**src/positional_array_list_macros.svh**
```systemverilog
// Assertion macros for the positional array list
`ifndef POSITIONAL_ARRAY_LIST_MACROS_SVH
`define POSITIONAL_ARRAY_LIST_MACROS_SVH
`ifndef SYNTHESIS
`define PAL_ASSERT(lbl, clk, rst_n, prop) \
  lbl: assert property (@(posedge clk) disable iff (!rst_n) (prop)) \
    else $error("assertion %m failed");
`define PAL_ASSERT_NEXT(lbl, clk, rst_n, ante, cons) \
  lbl: assert property (@(posedge clk) disable iff (!rst_n) (ante) |=> (cons)) \
    else $error("assertion %m failed");
`else
`define PAL_ASSERT(lbl, clk, rst_n, prop)
`define PAL_ASSERT_NEXT(lbl, clk, rst_n, ante, cons)
`endif
`endif

```
**src/pal_pkg.sv**
```systemverilog
`timescale 1ns / 1ps
package pal_pkg;

  localparam int CAPACITY = 128;
  localparam int ADDR_W   = $clog2(CAPACITY);
  localparam int CNT_W    = 8;
  localparam int POS_W    = 8;
  localparam int VAL_W    = 32;

  typedef enum logic [1:0] {
    OP_INSERT,
    OP_DELETE,
    OP_LOCATE,
    OP_GET
  } op_t;

  typedef enum logic [1:0] {
    ST_OK,
    ST_OVERFLOW,
    ST_BAD_POSITION,
    ST_NOT_FOUND
  } status_t;

  typedef enum logic [2:0] {
    IDX_HOLD,
    IDX_COUNT,
    IDX_POS,
    IDX_ZERO,
    IDX_INC,
    IDX_DEC
  } idx_sel_t;

  typedef enum logic [1:0] {
    ADR_IDX,
    ADR_IDX_M1,
    ADR_POS_M1
  } adr_sel_t;

  typedef struct packed {
    logic     load;
    idx_sel_t idx_sel;
    logic     re;
    adr_sel_t raddr_sel;
    logic     we;
    adr_sel_t waddr_sel;
    logic     wdata_val;
    logic     cnt_inc;
    logic     cnt_dec;
    logic     res_set;
    status_t  res_status;
    logic     res_found;
    logic     res_read;
    logic     out_load;
  } pal_cmd_t;

  typedef struct packed {
    op_t  op;
    logic full;
    logic ins_pos_ok;
    logic pos_ok;
    logic ins_more;
    logic idx_below_count;
    logic match;
  } pal_stat_t;

endpackage

```
**src/pal_ctrl.sv**
```systemverilog
`timescale 1ns / 1ps
`include "positional_array_list_macros.svh"
module pal_ctrl
  import pal_pkg::*;
(
  input  logic      clk,
  input  logic      rst_n,
  input  logic      in_valid,
  output logic      in_ready,
  output logic      out_valid,
  input  logic      out_ready,
  input  pal_stat_t stat,
  output pal_cmd_t  cmd
);

  typedef enum logic [3:0] {
    S_IDLE,
    S_CHECK,
    S_INS_TEST,
    S_INS_RD,
    S_INS_WR,
    S_PLACE,
    S_DEL_TEST,
    S_DEL_RD,
    S_DEL_WR,
    S_SCAN_TEST,
    S_SCAN_RD,
    S_SCAN_CK,
    S_GET_RD,
    S_GET_CK,
    S_DONE
  } state_t;

  state_t state_r, state_nxt;
  logic   out_valid_r, out_valid_nxt;

  always_comb begin
    cmd       = '0;
    state_nxt = state_r;
    in_ready  = 1'b0;
    case (state_r)
      S_IDLE: begin
        in_ready = 1'b1;
        if (in_valid) begin
          cmd.load  = 1'b1;
          state_nxt = S_CHECK;
        end
      end
      S_CHECK: begin
        case (stat.op)
          OP_INSERT: begin
            if (stat.full) begin
              cmd.res_set    = 1'b1;
              cmd.res_status = ST_OVERFLOW;
              state_nxt      = S_DONE;
            end else if (!stat.ins_pos_ok) begin
              cmd.res_set    = 1'b1;
              cmd.res_status = ST_BAD_POSITION;
              state_nxt      = S_DONE;
            end else begin
              cmd.idx_sel = IDX_COUNT;
              state_nxt   = S_INS_TEST;
            end
          end
          OP_DELETE: begin
            if (!stat.pos_ok) begin
              cmd.res_set    = 1'b1;
              cmd.res_status = ST_BAD_POSITION;
              state_nxt      = S_DONE;
            end else begin
              cmd.idx_sel = IDX_POS;
              state_nxt   = S_DEL_TEST;
            end
          end
          OP_LOCATE: begin
            cmd.idx_sel = IDX_ZERO;
            state_nxt   = S_SCAN_TEST;
          end
          default: begin
            if (!stat.pos_ok) begin
              cmd.res_set    = 1'b1;
              cmd.res_status = ST_BAD_POSITION;
              state_nxt      = S_DONE;
            end else begin
              state_nxt = S_GET_RD;
            end
          end
        endcase
      end
      S_INS_TEST: begin
        state_nxt = stat.ins_more ? S_INS_RD : S_PLACE;
      end
      S_INS_RD: begin
        cmd.re        = 1'b1;
        cmd.raddr_sel = ADR_IDX_M1;
        state_nxt     = S_INS_WR;
      end
      S_INS_WR: begin
        cmd.we        = 1'b1;
        cmd.waddr_sel = ADR_IDX;
        cmd.idx_sel   = IDX_DEC;
        state_nxt     = S_INS_TEST;
      end
      S_PLACE: begin
        cmd.we        = 1'b1;
        cmd.waddr_sel = ADR_POS_M1;
        cmd.wdata_val = 1'b1;
        cmd.cnt_inc   = 1'b1;
        state_nxt     = S_DONE;
      end
      S_DEL_TEST: begin
        if (stat.idx_below_count) begin
          state_nxt = S_DEL_RD;
        end else begin
          cmd.cnt_dec = 1'b1;
          state_nxt   = S_DONE;
        end
      end
      S_DEL_RD: begin
        cmd.re        = 1'b1;
        cmd.raddr_sel = ADR_IDX;
        state_nxt     = S_DEL_WR;
      end
      S_DEL_WR: begin
        cmd.we        = 1'b1;
        cmd.waddr_sel = ADR_IDX_M1;
        cmd.idx_sel   = IDX_INC;
        state_nxt     = S_DEL_TEST;
      end
      S_SCAN_TEST: begin
        if (stat.idx_below_count) begin
          state_nxt = S_SCAN_RD;
        end else begin
          cmd.res_set    = 1'b1;
          cmd.res_status = ST_NOT_FOUND;
          state_nxt      = S_DONE;
        end
      end
      S_SCAN_RD: begin
        cmd.re        = 1'b1;
        cmd.raddr_sel = ADR_IDX;
        state_nxt     = S_SCAN_CK;
      end
      S_SCAN_CK: begin
        if (stat.match) begin
          cmd.res_found = 1'b1;
          state_nxt     = S_DONE;
        end else begin
          cmd.idx_sel = IDX_INC;
          state_nxt   = S_SCAN_TEST;
        end
      end
      S_GET_RD: begin
        cmd.re        = 1'b1;
        cmd.raddr_sel = ADR_POS_M1;
        state_nxt     = S_GET_CK;
      end
      S_GET_CK: begin
        cmd.res_read = 1'b1;
        state_nxt    = S_DONE;
      end
      S_DONE: begin
        if (!out_valid_r || out_ready) begin
          cmd.out_load = 1'b1;
          state_nxt    = S_IDLE;
        end
      end
      default: begin
        state_nxt = S_IDLE;
      end
    endcase
  end

  always_comb begin
    if (cmd.out_load) begin
      out_valid_nxt = 1'b1;
    end else if (out_ready) begin
      out_valid_nxt = 1'b0;
    end else begin
      out_valid_nxt = out_valid_r;
    end
  end

  always_ff @(posedge clk) begin
    if (!rst_n) begin
      state_r     <= S_IDLE;
      out_valid_r <= 1'b0;
    end else begin
      state_r     <= state_nxt;
      out_valid_r <= out_valid_nxt;
    end
  end

  assign out_valid = out_valid_r;

  `PAL_ASSERT_NEXT(a_done_shows_beat, clk, rst_n,
    (state_r == S_DONE) && (!out_valid_r || out_ready),
    out_valid_r && (state_r == S_IDLE))
  `PAL_ASSERT(a_single_ram_op, clk, rst_n, !(cmd.we && cmd.re))

endmodule

```
**config.mk**
```make
export PLATFORM = sky130hd
export DESIGN_NAME = pal_ctrl
export DESIGN_NICKNAME = d
export VERILOG_FILES = /design/src/pal_pkg.sv /design/src/pal_ctrl.sv
export VERILOG_INCLUDE_DIRS = /design/src /design/src/src
export SDC_FILE = /design/constraint.sdc
export NUM_CORES = 1
export LEC_CHECK = 0
export BUFFER_PORTS_ARGS = -buffer_cell sky130_fd_sc_hd__buf_4
export CORE_MARGIN = 1.5
export CORE_UTILIZATION = 48
export DETAILED_ROUTE_END_ITERATION = 12
export PLACE_DENSITY = 0.83
export REMOVE_ABC_BUFFERS = 1
export SLEW_MARGIN = 20
export SYNTH_ARGS = -nofsm -noshare
export SYNTH_HDL_FRONTEND = slang
export SYNTH_SLANG_ARGS = --single-unit
```
**constraint.sdc**
```tcl
create_clock -name clk -period 3.4 [get_ports clk]
set_input_delay 0.51 -clock clk [delete_from_list [all_inputs] [get_ports clk]]
set_output_delay 0.51 -clock clk [all_outputs]
set_load 0.005 [all_outputs]
```
---- After elaboration in Yosys (flattened, before gate mapping) ----
Cells that the tools add are included.
Widths: inputs -> output; s select.
word-level totals
  register bits ........................... 5
  bits of input ports ..................... 12
  output and inout port bits .............. 21
operators by class
  equal/unequal tests ..................... 18
  mux-type cells .......................... 39
  reductions and logical operators ........ 8
operator list
  cell                number
  $pmux 4 s14         1
  $eq 4x4->1 const B  7
  $mux 3              8
  $mux 4              6
  $pmux 3 s3          2
  $eq 4x3->1 const B  4
  $mux 1              14
  $pmux 3 s2          2
  $pmux 3 s4          1
  $pmux 4 s3          1
  $eq 4x2->1 const B  2
  $mux 2              3
  $pmux 2 s3          1
  $eq 4x1->1 const B  1
  $logic_not 4->1     1
  $ne 2x2->1 const B  2
  $reduce_or 2->1     2
  $eq 2x1->1 const B  1
  $eq 2x2->1 const B  1
  $logic_not 2->1     1
  $reduce_and 2->1    1
  $reduce_bool 2->1   1
  $logic_not 1->1     1
  $logic_or 1x1->1    1

---- Depth between registers and ports, before layout ----
  word-level depth ........................ 5
  gate-level depth with buffers ........... 6

---- Worst setup path before layout ----
Ideal clock, no wire load.
  path type ............................... reg2out
  start point ............................. register state_r[0]
  end point ............................... output port cmd[10] (netlist name)
  data arrival time ....................... 1.118 ns
  path slack .............................. 1.772 ns
  cell stages (with the launch flop) ...... 6
  buffers on the path ..................... 3
  path through ............................ dfxtp_1 buf_4 buf_2 nand2_1 nor3_1 buf_4
RTL lines
  item                      line             RTL
  start: declaration        pal_ctrl.sv:34   state_t state_r, state_nxt;
  start signal: assignment  pal_ctrl.sv:189  state_r <= state_nxt;
  end: declaration          pal_ctrl.sv:13   output pal_cmd_t cmd

==> reports/metrics.sh <==
FINALNETCOUNT=149
CLOCK_TREE_FROM_TRITONCTS='yes'
NUMCTSBUFFERS=3
SYN_AREA_PER_CELL_UM2=6.188
FILLERS=127
YOSYS_WARNINGS=0
PORT_BUFFERS=32
REPORT.FINAL.HOLD_VIOL_COUNT=0
AVGROUTEDWIREPERCELL_UM=12.70
CLOCK_INSERTION_DELAY_WORST_SKEW_PS=240
DRTPASS1ITERATIONS=4
FF2FF_SETUP_SLACK_PS=1720
TIGHTESTPINTRANSITION_PS=592.5
GRT_ANTENNA_BEFORE_REPAIR=0
IR_DROP_V=0.0004484
CRITPATHKIND='flip-flop to output port'
POST_SYNTH_FA_HA_MAJ_AREA_FRACTION_PCT=0
SYNTH_ASYNC_SR_FLOP_SHARE_PCT=0
FINAL.SETUP.TNS_PS=0
RR_STARTPOINT='state_r[1]$_SDFFE_PN0P_'
IO_PINS=33
OUTCOME='completed'
CLOCKROOTBUFFER='sky130_fd_sc_hd__clkbuf_4'
ROUTED_WL_UM=1917
SYNTHESIZED_AREA_FRACTION_OCCUPIED_BY_AO_OA_AOI_AND_OAI_CELLS_PCT=25.92
CLK_TRANSITION_REPORTED_PATHS_PS=50
CP-START-KIND='flip-flop'
CORE_UTIL_FINAL_PCT=68.19
CTS_POST_SETUP_BUFFERS_INSERTED=0
REGAREA_UM2=100.1
FP.DIEAREA_UM2=1653
FINAL.SETUP_SKEW_PS=2.224
MEAN_NUMBER_OF_VIAS_PER_CELL=5.748
NUM_ANTENNA_CELLS=0
GLOBAL_ROUTE.OVERFLOW_TOTAL=0
MAXCLOCKFREQUENCY_MHz=418.8
WIRE_LENGTH_OF_THE_FIRST_GLOBAL_ROUTING_PASS_UM=2980
P_PER_AREA_nW_PER_UM2=747.8
MAX_SLEW_MARGIN_PCT=60.44
DRIVE_ABOVE_1_SHARE_PCT=27.21
MAX-CLOCK-PATH-BUFFERS=2
TIMING.CRITICAL_PATH.ARRIVAL_PS=1880
SYNTH-XOR-AREA-SHARE_PCT=1.287
POWER.LEAKAGE_nW=0.4155
HOLD_PATH_CLASS='input pin to flip-flop'
CRIT_REQUIRED_PS=2890
GP_CONGESTION=0.8832
TIMING.CRITICAL_PATH.TO_TYPE='output port'
ROUTE.VIAS.TOTAL=868
RSZ_0062_RAISED_AFTER_GLOBAL_ROUTING='no'
NUMBER_OF_H_TREE_LEVELS=1
MAPPEDNETLISTAREA_UM2=680.7
R2R-END='state_r[0]$_SDFFE_PN0P_'
MIN_DELAY_WORST_ENDPOINT='state_r[3]$_SDFFE_PN0P_'
DETAILEDROUTE.FIRSTITERATIONVIOLATIONS=18
MIN_PERIOD_PS=2388
NETLIST-CELL-TYPE-COUNT=30
MULTI_INPUT_GATE_AREA_UM2=486.7
TIMING.HOLD.WORST_PATH_DEPTH=2
WORST_R2R_PATH_DEPTH=4
DIE_Y_UM=40.66
YOSYS.AREA_SHARE.SIMPLE_PCT=44.30
ANTENNA_VIOLATING_NETS_POST_ROUTE=0
ROW_COUNT=13
POST_DP_HPWL_UM=1542
DOMINANT_COMBINATIONAL_CELL_FAMILY_BY_AREA_AFTER_SYNTHESIS='simple AND/OR/NAND/NOR gates'
PART_OF_THE_YOSYS_AREA_USED_FOR_SEQUENTIAL_ELEMENTS_PCT=14.71
START_UTIL_PCT=51.66
HOLD_PATH_STARTPOINT='rst_n'
FIRST_GLOBAL_VIAS=681
SETUP_VIOLATIONS=0
SYNTHESIS.INSTANCES=110
CORE_AREA_UM2=1318
FINAL_PERIOD_UTILIZATION_PCT=70.24
GRT_START_MAX_NET_PINS=21
TRITONCTS_NUM_SINKS=5
ROUTE.DETAILED.DRC=0
SYNTH_MUX_AREA_SHARE_PCT=0
CTS.REPAIR.RESIZED=0
AREAGROWTHSYNTHTOFINISH_PCT=31.99
GLOBAL_ROUTE_USAGE_OVER_ALL_LAYERS_PCT=27.09
SYNTH_TOP_FLOP_CELL='sky130_fd_sc_hd__dfxtp_1'
POSTSYNTHREGISTERBITS=5
LARGEST_DRIVER_FANOUT_ON_THE_CRITICAL_PATH=20
MAX-CAP-VIOLATIONS=0
POSTCTSHOLDBUFS=0
SYNTH-EDFF-COUNT=0
TIMING.FINAL.MAX_SLEW_VIOLATIONS=0
FLOORPLAN.DIE.WIDTH_UM=40.66
## kinds of logic (layout without fill, tap and decap cells)
logic type	Yosys count	after routing
buffers and inverters	17	43
flip-flops	5	5
AND/OR/NAND/NOR	58	58
AO/OA/AOI/OAI	29	29
XOR/XNOR	1	1
## cell usage in the layout (no fill, tap or decap)
| cell type | Yosys | routed |
|---|---|---|
| sky130_fd_sc_hd__and4b_1 | 1 | 1 |
| sky130_fd_sc_hd__xnor2_1 | 1 | 1 |
| sky130_fd_sc_hd__a21oi_1 | 8 | 8 |
| sky130_fd_sc_hd__o31a_1 | 2 | 2 |
| sky130_fd_sc_hd__nand2_2 | 1 | 1 |
| sky130_fd_sc_hd__inv_1 | 7 | 7 |
| sky130_fd_sc_hd__o21ai_0 | 8 | 8 |
| sky130_fd_sc_hd__nand4_1 | 1 | 1 |
| sky130_fd_sc_hd__or3_1 | 2 | 2 |
| sky130_fd_sc_hd__dfxtp_1 | 5 | 5 |
| sky130_fd_sc_hd__o2111ai_1 | 1 | 1 |
| sky130_fd_sc_hd__nor3b_1 | 1 | 1 |
| sky130_fd_sc_hd__nand2_1 | 11 | 11 |
| sky130_fd_sc_hd__nor2b_1 | 5 | 5 |
| sky130_fd_sc_hd__and2_1 | 1 | 1 |
| sky130_fd_sc_hd__a21o_1 | 1 | 1 |
| sky130_fd_sc_hd__nand2b_1 | 7 | 7 |
| sky130_fd_sc_hd__nand3_1 | 3 | 3 |
| sky130_fd_sc_hd__o21ai_1 | 3 | 3 |
| sky130_fd_sc_hd__a31o_1 | 1 | 1 |
| sky130_fd_sc_hd__nor2_1 | 15 | 15 |
| sky130_fd_sc_hd__nor3_1 | 7 | 7 |
| sky130_fd_sc_hd__a32oi_1 | 1 | 1 |
| sky130_fd_sc_hd__and2b_1 | 2 | 2 |
| sky130_fd_sc_hd__clkbuf_4 | 0 | 3 |
| sky130_fd_sc_hd__o2111a_1 | 1 | 1 |
| sky130_fd_sc_hd__a31oi_1 | 2 | 2 |
| sky130_fd_sc_hd__buf_4 | 7 | 32 |
| sky130_fd_sc_hd__nor4b_2 | 1 | 1 |
| sky130_fd_sc_hd__clkbuf_1 | 0 | 1 |
| sky130_fd_sc_hd__o22ai_1 | 1 | 1 |
## flip-flops by register name (all words and copies together) (netlist names)
| signal | count |
|---|---|
| state_r | 4 |
| out_valid | 1 |
## worst max-delay path by stage
stage	start	end	slack [ps]	depth (start not counted)
6_report	state_r[3]$_SDFFE_PN0P_	cmd[5]	1010	4
2_1_floorplan	state_r[3]$_SDFFE_PN0P_	cmd[5]	1610	3
3_3_place_gp	state_r[3]$_SDFFE_PN0P_	cmd[5]	1320	4
3_5_place_dp	state_r[3]$_SDFFE_PN0P_	cmd[5]	1290	4
4_1_cts	state_r[3]$_SDFFE_PN0P_	cmd[5]	1030	4
5_1_grt	state_r[3]$_SDFFE_PN0P_	cmd[5]	860	4
## worst max-delay path, stage by stage (launching register included)
cell and delay (ps):
sky130_fd_sc_hd__dfxtp_1 690, sky130_fd_sc_hd__nand2b_1 260, sky130_fd_sc_hd__or3_1 460, sky130_fd_sc_hd__o21ai_0 100, sky130_fd_sc_hd__buf_4 130
## where the power goes
part | internal, mW | total, mW | switching, mW
Clock | 0.0443 | 0.0679 | 0.0236
Sequential | 0.0814 | 0.179 | 0.0975
Combinational | 0.222 | 0.425 | 0.203
Total | 0.347 | 0.672 | 0.324
## per-layer routing
| layer | track usage (%) | vias up | wire length, um |
|---|---|---|---|
| li1 | - | 434 | - |
| met1 | 35.29 | 390 | 814 |
| met2 | 44.44 | 40 | 927 |
| met3 | 7.609 | 4 | 144 |
| met4 | 5.000 | 0 | 31 |
| met5 | 0 | - | 0 |
## cell type report
| class | instances | share of cell area (%) |
|---|---|---|
| multi-input combinational | 88 | 54.18 |
| inverter | 7 | 2.925 |
| timing repair buffer | 32 | 26.74 |
| clock buffer | 4 | 2.925 |
| tap | 15 | 2.089 |
| sequential | 5 | 11.14 |
## synth_stat cells (3+ instances only)
cell | count | share of area, %
sky130_fd_sc_hd__nor2b_1 | 5 | 4.6
sky130_fd_sc_hd__buf_4 | 7 | 7.7
sky130_fd_sc_hd__o21ai_0 | 8 | 5.9
sky130_fd_sc_hd__nand3_1 | 3 | 2.2
sky130_fd_sc_hd__inv_1 | 7 | 3.9
sky130_fd_sc_hd__nor2_1 | 15 | 8.3
sky130_fd_sc_hd__dfxtp_1 | 5 | 15
sky130_fd_sc_hd__buf_2 | 3 | 2.2
sky130_fd_sc_hd__o21ai_1 | 3 | 2.2
sky130_fd_sc_hd__nand2_1 | 11 | 6.1
sky130_fd_sc_hd__a21oi_1 | 8 | 5.9
sky130_fd_sc_hd__nor3_1 | 7 | 5.1
sky130_fd_sc_hd__nand2b_1 | 7 | 6.4
## stage by stage
| stage | hold slack (ps) | setup slack, ps | cell area (um2) | power [mW] | cells |
|---|---|---|---|---|---|
| 3_3_place_gp | 706.3 | 1321 | 872.1 | 0.5886 | 147 |
| 5_1_grt | 533.1 | 861.9 | 898.4 | 0.7449 | 151 |
| 4_1_cts | 521.0 | 1031 | 898.4 | 0.6718 | 151 |
| 6_report | 525.4 | 1012 | 898.4 | 0.6718 | 151 |
| 3_5_place_dp | 708.4 | 1285 | 872.1 | 0.6011 | 147 |
| 2_1_floorplan | 637.9 | 1607 | 613.1 | 0.4119 | 100 |
(Power assumes the default switching activity.)
